<file path="src/rtl/core/co2_frame_check_and_rate_tracker_macros.svh">
// Assertion helpers shared by the frame checker RTL.
`ifndef CO2_FRAME_CHECK_AND_RATE_TRACKER_MACROS_SVH
`define CO2_FRAME_CHECK_AND_RATE_TRACKER_MACROS_SVH

// Same-cycle implication, disabled while reset is held.
`define CO2FC_ASSERT_SAME(lbl, clk, rst_n, ante, cons, msg) \
  lbl: assert property (@(posedge clk) disable iff (!rst_n) (ante) |-> (cons)) else $error(msg);

// Next-cycle implication, disabled while reset is held.
`define CO2FC_ASSERT_NEXT(lbl, clk, rst_n, ante, cons, msg) \
  lbl: assert property (@(posedge clk) disable iff (!rst_n) (ante) |=> (cons)) else $error(msg);

`endif

</file>
<file path="src/rtl/core/co2fc_pkg.sv">
package co2fc_pkg;

  // Ring depth default.
  localparam int HISTORY_DEPTH_DEF = 10;

  // Rate dividend: a 16-bit ppm difference scaled by 256.
  localparam int DIV_DVD_W = 24;

  // Frame constants.
  localparam logic [7:0]  HDR_BYTE0    = 8'hFF;
  localparam logic [7:0]  HDR_BYTE1    = 8'h86;
  localparam logic [7:0]  TEMP_OFFSET  = 8'd40;
  localparam logic [15:0] PPM_RESET    = 16'd420;
  localparam logic [31:0] WARMUP_RESET = 32'd60000;

  // Score constants.
  localparam logic [15:0] PPM_BASE     = 16'd450;
  localparam logic [15:0] PPM_SPAN     = 16'd400;
  localparam logic [14:0] PART_CAP     = 15'd12800;
  localparam logic [24:0] RATE_MIN     = 25'sd51;
  localparam logic [24:0] RATE_SAT     = 25'sd512;

endpackage

</file>
<file path="src/rtl/core/co2fc_div.sv">
module co2fc_div #(
  parameter int DVD_W = co2fc_pkg::DIV_DVD_W,
  parameter int DVS_W = 4
) (
  input  logic             clk,
  input  logic             rst_n,
  input  logic             start,
  input  logic [DVD_W-1:0] dividend,
  input  logic [DVS_W-1:0] divisor,
  output logic             done,
  output logic [DVD_W-1:0] quotient
);
  import co2fc_pkg::*;

  localparam int CNT_W = $clog2(DVD_W + 1);

  logic             busy_r;
  logic             done_r;
  logic [CNT_W-1:0] cnt_r;
  logic [DVD_W-1:0] quo_r;
  logic [DVS_W-1:0] rem_r;
  logic [DVS_W-1:0] dvs_r;
  logic [DVS_W:0]   shifted;
  logic             fits;
  logic [DVS_W:0]   diff;

  // One restoring step: shift in the next dividend bit and try to subtract.
  assign shifted = {rem_r, quo_r[DVD_W-1]};
  assign fits    = (shifted >= {1'b0, dvs_r});
  assign diff    = shifted - {1'b0, dvs_r};

  // Step counter, quotient shift register and remainder.
  always_ff @(posedge clk) begin
    if (!rst_n) begin
      busy_r <= 1'b0;
      done_r <= 1'b0;
      cnt_r  <= '0;
    end else begin
      done_r <= 1'b0;
      if (start) begin
        busy_r <= 1'b1;
        cnt_r  <= CNT_W'(DVD_W);
        quo_r  <= dividend;
        rem_r  <= '0;
        dvs_r  <= divisor;
      end else if (busy_r) begin
        quo_r <= {quo_r[DVD_W-2:0], fits};
        rem_r <= fits ? diff[DVS_W-1:0] : shifted[DVS_W-1:0];
        cnt_r <= cnt_r - 1'b1;
        if (cnt_r == CNT_W'(1)) begin
          busy_r <= 1'b0;
          done_r <= 1'b1;
        end
      end
    end
  end

  assign done     = done_r;
  assign quotient = quo_r;

endmodule

</file>
<file path="src/rtl/core/co2_frame_check_and_rate_tracker.sv">
// An item that does not end a frame is taken and gives no result. The ninth item of a bad
// frame gives its result in the cycle after it is taken; the ninth item of a good frame
// gives it after ST_LOAD reads the updated ring, the divide (24 steps) on the shift-subtract
// divider that forms the rate and ST_SCORE. The input stalls while a frame end is worked
// on and while an earlier result waits at a ninth item. Reset (rst_n low, synchronous)
// clears out_valid and the parser, ring, valid and warm-up flags; ring and ppm load 420.
`include "co2_frame_check_and_rate_tracker_macros.svh"

module co2_frame_check_and_rate_tracker #(
  parameter int HISTORY_DEPTH = co2fc_pkg::HISTORY_DEPTH_DEF
) (
  input  logic               clk,
  input  logic               rst_n,
  input  logic               cfg_wr_en,
  input  logic [31:0]        cfg_wr_data,
  input  logic               in_valid,
  output logic               in_stall,
  input  logic [7:0]         in_rx_byte,
  input  logic               in_frame_start,
  input  logic [31:0]        in_uptime_ms,
  output logic               out_valid,
  input  logic               out_stall,
  output logic               out_frame_ok,
  output logic [15:0]        out_co2_ppm,
  output logic signed [7:0]  out_temp_c,
  output logic signed [24:0] out_rate_q8,
  output logic [14:0]        out_score_q8,
  output logic               out_warmed_up,
  output logic               out_has_valid
);
  import co2fc_pkg::*;

  localparam int PW = $clog2(HISTORY_DEPTH);
  localparam int CW = $clog2(HISTORY_DEPTH + 1);

  // Byte positions within a response.
  localparam logic [3:0] POS_HDR0   = 4'd0;
  localparam logic [3:0] POS_HDR1   = 4'd1;
  localparam logic [3:0] POS_PPM_HI = 4'd2;
  localparam logic [3:0] POS_PPM_LO = 4'd3;
  localparam logic [3:0] POS_TEMP   = 4'd4;
  localparam logic [3:0] POS_CSUM   = 4'd8;
  localparam logic [3:0] POS_IDLE   = 4'd9;

  typedef enum logic [1:0] {
    ST_IDLE,
    ST_LOAD,
    ST_DIV,
    ST_SCORE
  } state_t;

  state_t              state_r;
  logic [3:0]          pos_r;
  logic                hdr_ok_r;
  logic [7:0]          sum_r;
  logic [15:0]         frame_ppm_r;
  logic [7:0]          frame_temp_r;
  logic [15:0]         hist_r [HISTORY_DEPTH];
  logic [PW-1:0]       hist_pos_r;
  logic                hist_full_r;
  logic [15:0]         held_ppm_r;
  logic [7:0]          held_temp_r;
  logic signed [24:0]  held_rate_r;
  logic                valid_seen_r;
  logic                warm_r;
  logic [31:0]         warm_thr_r;
  logic                neg_r;
  logic                div_start_r;
  logic [CW-1:0]       count_r;
  logic [DIV_DVD_W-1:0] dvd_r;

  logic                out_valid_r;
  logic                out_ok_r;
  logic [15:0]         out_ppm_r;
  logic [7:0]          out_temp_r;
  logic [24:0]         out_rate_r;
  logic [14:0]         out_score_r;
  logic                out_warm_r;
  logic                out_has_r;

  logic                in_acc;
  logic [3:0]          pos_eff;
  logic                frame_good;
  logic [PW-1:0]       pos_inc;
  logic [PW-1:0]       oldest_idx;
  logic [16:0]         ppm_diff;
  logic [15:0]         ppm_mag;
  logic                div_done;
  logic [DIV_DVD_W-1:0] div_quo;
  logic [15:0]         ppm_over;
  logic [14:0]         ppm_part;
  logic [8:0]          rate_lo;
  logic [14:0]         rate_part;
  logic [14:0]         score;

  // Input handshake: no byte while a frame end is worked on, no checksum byte while a result waits.
  assign in_stall = (state_r != ST_IDLE) || (out_valid_r && (pos_r == POS_CSUM));
  assign in_acc   = in_valid && !in_stall;
  assign pos_eff  = in_frame_start ? POS_HDR0 : pos_r;
  assign frame_good = hdr_ok_r && ((8'd0 - sum_r) == in_rx_byte);

  // Ring pointer arithmetic.
  assign pos_inc    = (hist_pos_r == PW'(HISTORY_DEPTH - 1)) ? '0 : hist_pos_r + 1'b1;
  assign oldest_idx = hist_full_r ? hist_pos_r : '0;

  // Newest minus oldest, split into sign and magnitude for the divider.
  assign ppm_diff = {1'b0, held_ppm_r} - {1'b0, hist_r[oldest_idx]};
  assign ppm_mag  = ppm_diff[16] ? 16'(-ppm_diff) : ppm_diff[15:0];

  // Score from the held values; each part saturates at 12800.
  assign ppm_over  = held_ppm_r - PPM_BASE;
  assign ppm_part  = (held_ppm_r <= PPM_BASE) ? '0 :
                     (ppm_over >= PPM_SPAN) ? PART_CAP : 15'({ppm_over[8:0], 5'd0});
  assign rate_lo   = held_rate_r[8:0];
  assign rate_part = (held_rate_r <= $signed(RATE_MIN)) ? '0 :
                     (held_rate_r >= $signed(RATE_SAT)) ? PART_CAP :
                     15'({rate_lo, 4'd0}) + 15'({rate_lo, 3'd0}) + 15'(rate_lo);
  assign score     = valid_seen_r ? (ppm_part + rate_part) : '0;

  co2fc_div #(
    .DVD_W (DIV_DVD_W),
    .DVS_W (CW)
  ) u_div (
    .clk      (clk),
    .rst_n    (rst_n),
    .start    (div_start_r),
    .dividend (dvd_r),
    .divisor  (count_r),
    .done     (div_done),
    .quotient (div_quo)
  );

  // Sequencer, frame parser, ring and result register.
  always_ff @(posedge clk) begin
    if (!rst_n) begin
      state_r      <= ST_IDLE;
      pos_r        <= POS_IDLE;
      hdr_ok_r     <= 1'b0;
      sum_r        <= '0;
      frame_ppm_r  <= '0;
      frame_temp_r <= '0;
      for (int i = 0; i < HISTORY_DEPTH; i++) begin
        hist_r[i] <= PPM_RESET;
      end
      hist_pos_r   <= '0;
      hist_full_r  <= 1'b0;
      held_ppm_r   <= PPM_RESET;
      held_temp_r  <= '0;
      held_rate_r  <= '0;
      valid_seen_r <= 1'b0;
      warm_r       <= 1'b0;
      warm_thr_r   <= WARMUP_RESET;
      div_start_r  <= 1'b0;
      out_valid_r  <= 1'b0;
    end else begin
      div_start_r <= 1'b0;
      if (cfg_wr_en) begin
        warm_thr_r <= cfg_wr_data;
      end
      if (out_valid_r && !out_stall) begin
        out_valid_r <= 1'b0;
      end

      unique case (state_r)
        ST_IDLE: begin
          if (in_acc && (pos_eff <= POS_CSUM)) begin
            unique case (pos_eff)
              POS_HDR0: begin
                hdr_ok_r <= (in_rx_byte == HDR_BYTE0);
                sum_r    <= '0;
                pos_r    <= pos_eff + 1'b1;
              end
              POS_HDR1: begin
                hdr_ok_r <= hdr_ok_r && (in_rx_byte == HDR_BYTE1);
                sum_r    <= in_rx_byte;
                pos_r    <= pos_eff + 1'b1;
              end
              POS_CSUM: begin
                pos_r <= POS_IDLE;
                if (frame_good) begin
                  // Latch the frame and push it into the ring.
                  held_ppm_r   <= frame_ppm_r;
                  held_temp_r  <= frame_temp_r - TEMP_OFFSET;
                  valid_seen_r <= 1'b1;
                  if (in_uptime_ms > warm_thr_r) begin
                    warm_r <= 1'b1;
                  end
                  hist_r[hist_pos_r] <= frame_ppm_r;
                  hist_pos_r <= pos_inc;
                  if (pos_inc == '0) begin
                    hist_full_r <= 1'b1;
                  end
                  state_r <= ST_LOAD;
                end else begin
                  // Bad frame: report the unchanged held values at once.
                  out_valid_r <= 1'b1;
                  out_ok_r    <= 1'b0;
                  out_ppm_r   <= held_ppm_r;
                  out_temp_r  <= held_temp_r;
                  out_rate_r  <= held_rate_r;
                  out_score_r <= score;
                  out_warm_r  <= warm_r;
                  out_has_r   <= valid_seen_r;
                end
              end
              default: begin
                sum_r <= sum_r + in_rx_byte;
                if (pos_eff == POS_PPM_HI) begin
                  frame_ppm_r[15:8] <= in_rx_byte;
                end else if (pos_eff == POS_PPM_LO) begin
                  frame_ppm_r[7:0] <= in_rx_byte;
                end else if (pos_eff == POS_TEMP) begin
                  frame_temp_r <= in_rx_byte;
                end
                pos_r <= pos_eff + 1'b1;
              end
            endcase
          end
        end
        ST_LOAD: begin
          // Ring is updated: read the oldest sample and start the divide.
          neg_r       <= ppm_diff[16];
          dvd_r       <= {ppm_mag, 8'd0};
          count_r     <= hist_full_r ? CW'(HISTORY_DEPTH) : CW'(hist_pos_r);
          div_start_r <= 1'b1;
          state_r     <= ST_DIV;
        end
        ST_DIV: begin
          if (div_done) begin
            held_rate_r <= neg_r ? 25'(-{1'b0, div_quo}) : {1'b0, div_quo};
            state_r     <= ST_SCORE;
          end
        end
        ST_SCORE: begin
          out_valid_r <= 1'b1;
          out_ok_r    <= 1'b1;
          out_ppm_r   <= held_ppm_r;
          out_temp_r  <= held_temp_r;
          out_rate_r  <= held_rate_r;
          out_score_r <= score;
          out_warm_r  <= warm_r;
          out_has_r   <= valid_seen_r;
          state_r     <= ST_IDLE;
        end
        default: begin
          state_r <= ST_IDLE;
        end
      endcase
    end
  end

  assign out_valid     = out_valid_r;
  assign out_frame_ok  = out_ok_r;
  assign out_co2_ppm   = out_ppm_r;
  assign out_temp_c    = out_temp_r;
  assign out_rate_q8   = out_rate_r;
  assign out_score_q8  = out_score_r;
  assign out_warmed_up = out_warm_r;
  assign out_has_valid = out_has_r;

  // The divider only finishes while the sequencer waits for it.
  `CO2FC_ASSERT_SAME(a_div_done_in_div, clk, rst_n, div_done, state_r == ST_DIV, "divider done outside ST_DIV")
  // The warm-up flag is sticky.
  `CO2FC_ASSERT_NEXT(a_warm_sticky, clk, rst_n, warm_r, warm_r, "warm-up flag cleared")
  // The ring becomes full exactly when the write pointer wraps to zero.
  `CO2FC_ASSERT_SAME(a_full_on_wrap, clk, rst_n, $rose(hist_full_r), hist_pos_r == '0, "ring full without wrap")
  // No valid frame yet means a zero score.
  `CO2FC_ASSERT_SAME(a_score_zero, clk, rst_n, out_valid_r && !out_has_r, out_score_r == '0, "score without valid frame")

endmodule
</file>
<file path="config.mk">
export PLATFORM = sky130hd
export DESIGN_NAME = co2_frame_check_and_rate_tracker
export DESIGN_NICKNAME = d
export VERILOG_FILES = /design/src/rtl/core/co2fc_pkg.sv /design/src/rtl/core/co2fc_div.sv /design/src/rtl/core/co2_frame_check_and_rate_tracker.sv
export VERILOG_INCLUDE_DIRS = /design/src /design/src/rtl/core
export SDC_FILE = /design/constraint.sdc
export NUM_CORES = 1
export LEC_CHECK = 0
export BUFFER_PORTS_ARGS = -buffer_cell sky130_fd_sc_hd__buf_4
export CAP_MARGIN = 5
export CORE_UTILIZATION = 41
export DETAILED_ROUTE_END_ITERATION = 6
export HOLD_SLACK_MARGIN = 0.03
export RECOVER_POWER = 100
export REMOVE_ABC_BUFFERS = 1
export SKIP_CTS_REPAIR_TIMING = 1
export SYNTH_ARGS = -nofsm -noshare
export SYNTH_HDL_FRONTEND = slang
export SYNTH_SLANG_ARGS = --single-unit
</file>
<file path="constraint.sdc">
create_clock -name clk -period 13.85 [get_ports clk]
set_clock_uncertainty 0.05 [all_clocks]
set_input_delay 1.385 -clock clk [delete_from_list [all_inputs] [get_ports clk]]
set_output_delay 1.385 -clock clk [all_outputs]
set_load 0.01 [all_outputs]
</file>
After elaboration in Yosys (flattened, before gate mapping):

Memory sizes are Yosys's and may differ from the RTL's.
Index checks and enable logic that the tools add are counted.

* memory bits (read-only): 0
* memories kept: 1
* input bits: 78
* flip-flop bits (word level): 256
* memory bits (writable): 160
* word-level logic and storage cells: 189
* output and inout bits: 69
* bits in latches: 0

Memory list
* hist_r: depth 10, bits a word 16, rd ports 1, clocked after Yosys merged registers in 0, wr ports 10, line co2_frame_check_and_rate_tracker.sv:58 `logic [15:0] hist_r [HISTORY_DEPTH];`

* divide/modulo/power cells: 0
* order comparisons: 7
* multiplexer cells: 72
* shift-type cells: 0
* multipliers: 0
* reductions and logical operators: 35
* add/subtract/negate cells: 14
* eq/ne operators: 19
* bitwise gates (word level): 6

Operators by type and width (count)
* $mux 25: 4
* $mux 15: 6
* $mux 16: 5
* $pmux 25 s2: 1
* $mux 24: 2
* $gt 32x32->1: 1
* $pmux 16 s2: 1
* $pmux 15 s2: 1
* $mux 14: 2
* $mux 4: 7
* $mux 1: 26
* $ge 25x11->1 const B: 1
* $le 25x7->1 const B: 1
* $neg 24->25: 1
* $mux 8: 3
* $pmux 8 s3: 1
* $reduce_and 5->1: 4
* $sub 16x16->17: 1
* $eq 8x8->1 const B: 2
* $ge 16x9->1 const B: 1
* $le 16x9->1 const B: 1
* $neg 16->16: 1
* $pmux 8 s2: 1
* $reduce_or 16->1: 1
* 39 further kinds: 78

Depth between registers and ports, before layout:

* depth in word-level cells: 12
* gate-level depth with buffers: 20

By module:

From an unflattened synthesis, not the netlist that was laid out.

* cells, all modules: 2233
* area, all modules: 24915.1 um2

Modules (own cells, without submodules)
* co2_frame_check_and_rate_tracker: sequential area each 12912.4 um2, area an instance 23104.7 um2, instances 1, cells an instance 2109
* co2fc_div: sequential area each 1101.1 um2, area an instance 1810.5 um2, instances 1, cells an instance 124

Least setup slack after synthesis:

OpenSTA, ideal clock, no wires.

* path type: input port to flip-flop
* start: input in_frame_start
* end: register out_ppm_r[0] (netlist: out_co2_ppm[0]), enable pin
* path buffers: 1
* arrival time: 5310 ps
* setup slack: 7997 ps
* cell stages on the path: 8
* path through: clkbuf_1 > nand2b_1 > ha_1 > nor2b_1 > nand4_1 > a21oi_1 > a21oi_1 > nor2_1

* word-level cells in the longest chain between the ends: 5

RTL lines
* from (decl): line co2_frame_check_and_rate_tracker.sv:19 `input logic in_frame_start,`
* $mux 4 (*): line co2_frame_check_and_rate_tracker.sv:99 `assign pos_eff = in_frame_start ? POS_HDR0 : pos_r;`
* $le 4x4->1: line co2_frame_check_and_rate_tracker.sv:166 `if (in_acc && (pos_eff <= POS_CSUM)) begin`
* $logic_and 1x1->1: line co2_frame_check_and_rate_tracker.sv:166
* $ne 2x2->1 (no line)
* $reduce_and 5->1 (no line) (*)
* to (signal assigned): line co2_frame_check_and_rate_tracker.sv:198 `out_ppm_r <= held_ppm_r;`
* to (signal assigned): line co2_frame_check_and_rate_tracker.sv:237 `out_ppm_r <= held_ppm_r;`
* to (decl): line co2_frame_check_and_rate_tracker.sv:74 `logic [15:0] out_ppm_r;`

Every way passes the cells marked *; elsewhere a longest branch is shown, timed or not.
A chain may end at the register's enable or synchronous reset.

==> results.txt <==
Final Core Density: 0.471
Worst Setup SP: rst_n
DR vias: 17375
Final wirelength: 64600 um
Biggest area consumer among synthesized cells: edfxtp_1
Avg Inst Size Synth: 11.1 um^2
Critical path, cell by cell: clkbuf_1 > clkinvlp_2 > and4bb_1 > clkbuf_1 > nand3_1 > nor3_1
Commonest cells in the netlist: edfxtp_1 (376), nor2_1 (305), nand2_1 (156)
Pleak: 10.5 nW
Site row count: 89
DRC: 0
Vias per cell: 5.49
Main synth FF type: edfxtp_1
Post-route ant nets: 0
Max Cap Viol: 10
Fillers: 5449
YS warnings: 0
Met1 usage: 0.271
Final Setup Violations: 0
Crit path DAT: 9.38 ns
Mapped cell area: 0.0248 mm^2
RSZ-0062 raised after global routing: false
Reg-to-Reg Start: hist_pos_r[2]
First DRT Iteration DRCs: 1331
Aggregate negative setup slack: 0 ns
Largest cells by area after synthesis: edfxtp_1 (45%), dfxtp_1 (11%), ha_1 (5.4%)
First-pass GRT wire length: 98600 um
Synthesis-stage register bit count: 512
Clock buffer count from CTS: 56
Register Area: 0.0140 mm^2
Worst relative slew slack: -1.64
PortBufs: 146
Post-synthesis cell type count: 82
Synthesized netlist cell count: 2229
Pre-Repair DR Iteration Count: 6
Most common cell in the netlist: edfxtp_1
CP max FO: 51
Failing checks: capacitance limit, slew limit
Die height: 248 um
Number of I/O pins: 147
Crit-path max cell delay: 2.50 ns
Critical path class: input pin to register
Area growth syn-to-layout: 12.8%
Layout Nets: 2536
Die area: 0.0615 mm^2
Share of the synthesized area in the top cell type: 0.455
Antenna violations before repair: 0
CTS tree: built
GR Layer Usage met2: 0.358
Slew Viols, Final: 387
Outcome: finished with violations
Placer Congestion: 0.915
Period utilization: 0.669
Clock Path Buffers: 3
Final Hold Fails: 0
GR Util All Layers: 0.209
Share of cells above drive strength 1: 0.108
CP dominant cell by count: clkbuf_1
Ys async rst share: 0
Area of the multi-input gates: 0.00979 mm^2
Setup crit end: hist_r[12][5]
Family with the most delay on the worst path: buffers and inverters
Top Usage Layer GRT: met2
Buffer and inverter count on the worst path: 3
Maximum vdd drop: 0.0000958 V
Met3 Use GR: 0.0330
Hpwl dp: 44100 um
Crit path capture type: register
DR WL/cell: 20.4 um
Total clock sinks: 512
FF-to-FF path depth: 16
PD cells: 118 mW/mm^2
Die W: 248 um
Largest net degree at the start of global routing: 68
Insertion delay to the later sink of the worst-skew pair: 0.62 ns
Flop2flop setup slack: 6.40 ns
Htree depth: 2
Post-synth EDFFs: 376
Register area share after synthesis: 0.564
Starting density of the core: 0.418
Min-Delay Path Class: register to register
Fmax: 108 MHz
Crit-path slowest cell: clkinvlp_2
Critical path startpoint category: input pin
Clock transition at path regs: 0.06 ns
Overflow after GRT: 0
Number of cells on the critical path: 6
Core area: 0.0595 mm^2
Vias in the first global route: 17155
ANT cells: 0
CTS root buffer: clkbuf_16
Tmin final: 9.26 ns
RR Endpoint: dvd_r[23]
Hold slack: 0.374 ns
Slew @ Worst Pin: 3.96 ns
Required @ worst endpoint: 13.97 ns
==> state kept, by name, summed over array words and instances, names as in the netlist, 15 cells and up <==
signal	flops
held_rate_r	25
out_co2_ppm	16
held_ppm_r	16
out_rate_q8	25
dvd_r	16
out_score_q8	15
frame_ppm_r	16
u_div.quotient	24
warm_thr_r	32
hist_r	256
==> per-stage QoR <==
step	worst slack, ns	instance area, um^2	cells	power (W)
floorplan	6.85	24300	2111	0.00181
finish	4.59	28000	3162	0.00331
global placement	8.04	26600	3056	0.00187
global route	3.98	28000	3162	0.00342
CTS	7.90	28500	3162	0.00335
detailed placement	7.89	26600	3056	0.00187
==> cell families (layout without fill, tap and decap cells) <==
group                      count (synthesis)  count (layout)  share of synthesized area
AOI/OAI and AO/OA                        447             447                      0.114
xor gates and xnor gates                  94              94                     0.0332
adders and majority gates                117             117                     0.0620
buffers and inverters                    236             396                     0.0375
DFF                                      512             512                      0.564
muxes                                    155             155                     0.0656
and+or+nand+nor                          668             668                      0.124
==> routing by layer <==
layer,share of wire,wire (um),up-vias
met5,0,0,-
met3,0.052,3360,111
met1,0.42,27200,8504
met2,0.50,32100,499
met4,0.030,1940,0
li1,-,-,8261
==> worst min-delay path by stage <==
| stage | startpoint | to | cells past startpoint |
|---|---|---|---|
| after floorplan | count_r[0] | u_div.dvs_r[0] | 0 |
| after global placement | count_r[3] | u_div.dvs_r[3] | 0 |
| after detailed placement | count_r[2] | u_div.dvs_r[2] | 0 |
| after CTS | count_r[2] | u_div.dvs_r[2] | 0 |
| after global routing | count_r[2] | u_div.dvs_r[2] | 0 |
| final | count_r[0] | u_div.dvs_r[0] | 0 |
==> where the power goes <==
| part | leakage, nW | switching, W | internal [W] | total, W |
|---|---|---|---|---|
| Combinational | 4.72 | 0.0000925 | 0.0000658 | 0.000158 |
| Clock | 0.910 | 0.000613 | 0.000859 | 0.00147 |
| Sequential | 4.86 | 0.0000160 | 0.00167 | 0.00168 |
| Total | 10.5 | 0.000722 | 0.00259 | 0.00331 |
==> cell usage in the layout, fill, tap and decap left out, types with 13 or more instances in the layout <==
cell         n
nor2_1     303
mux2_2      61
nor3_1      33
edfxtp_1   376
xor2_1      34
xnor2_1     60
a21oi_1    150
mux2i_1     94
clkinv_2    13
and3_1      17
dfxtp_1    134
a22oi_1     16
a31oi_1     24
nor2b_1     22
a21o_1      22
ha_1       107
and2_1      13
nand4_1     17
clkbuf_1   102
buf_4       82
nand3_1     26
a211oi_1    52
o21ai_0     90
nand2_1    169
clkbuf_16   57
inv_1      116
==> cell type report <==
type,count,share of cell area
clock inverters,28,0.00813
repair buffers,172,0.0341
well taps,773,0.0345
flip-flops and latches,512,0.501
clock buffers,78,0.0570
inverters,118,0.0159
multi-input cells,1481,0.350
==> worst register-to-register path: stages (launching register included) <==
cell and delay, ns:
dfxtp_1 0.31, clkbuf_1 1.57, nand2_1 1.07, clkbuf_1 0.58, a21oi_1 0.29, o21ai_0 0.23
a31oi_1 0.43, ha_1 0.36, a21oi_1 0.10, o22ai_1 0.32, o221ai_1 0.24, a21oi_1 0.17
a21oi_1 0.10, o21ai_0 0.68, inv_1 0.34, o41ai_1 0.18, xnor2_1 0.13
No activity file was read; power rests on OpenSTA's default activity.
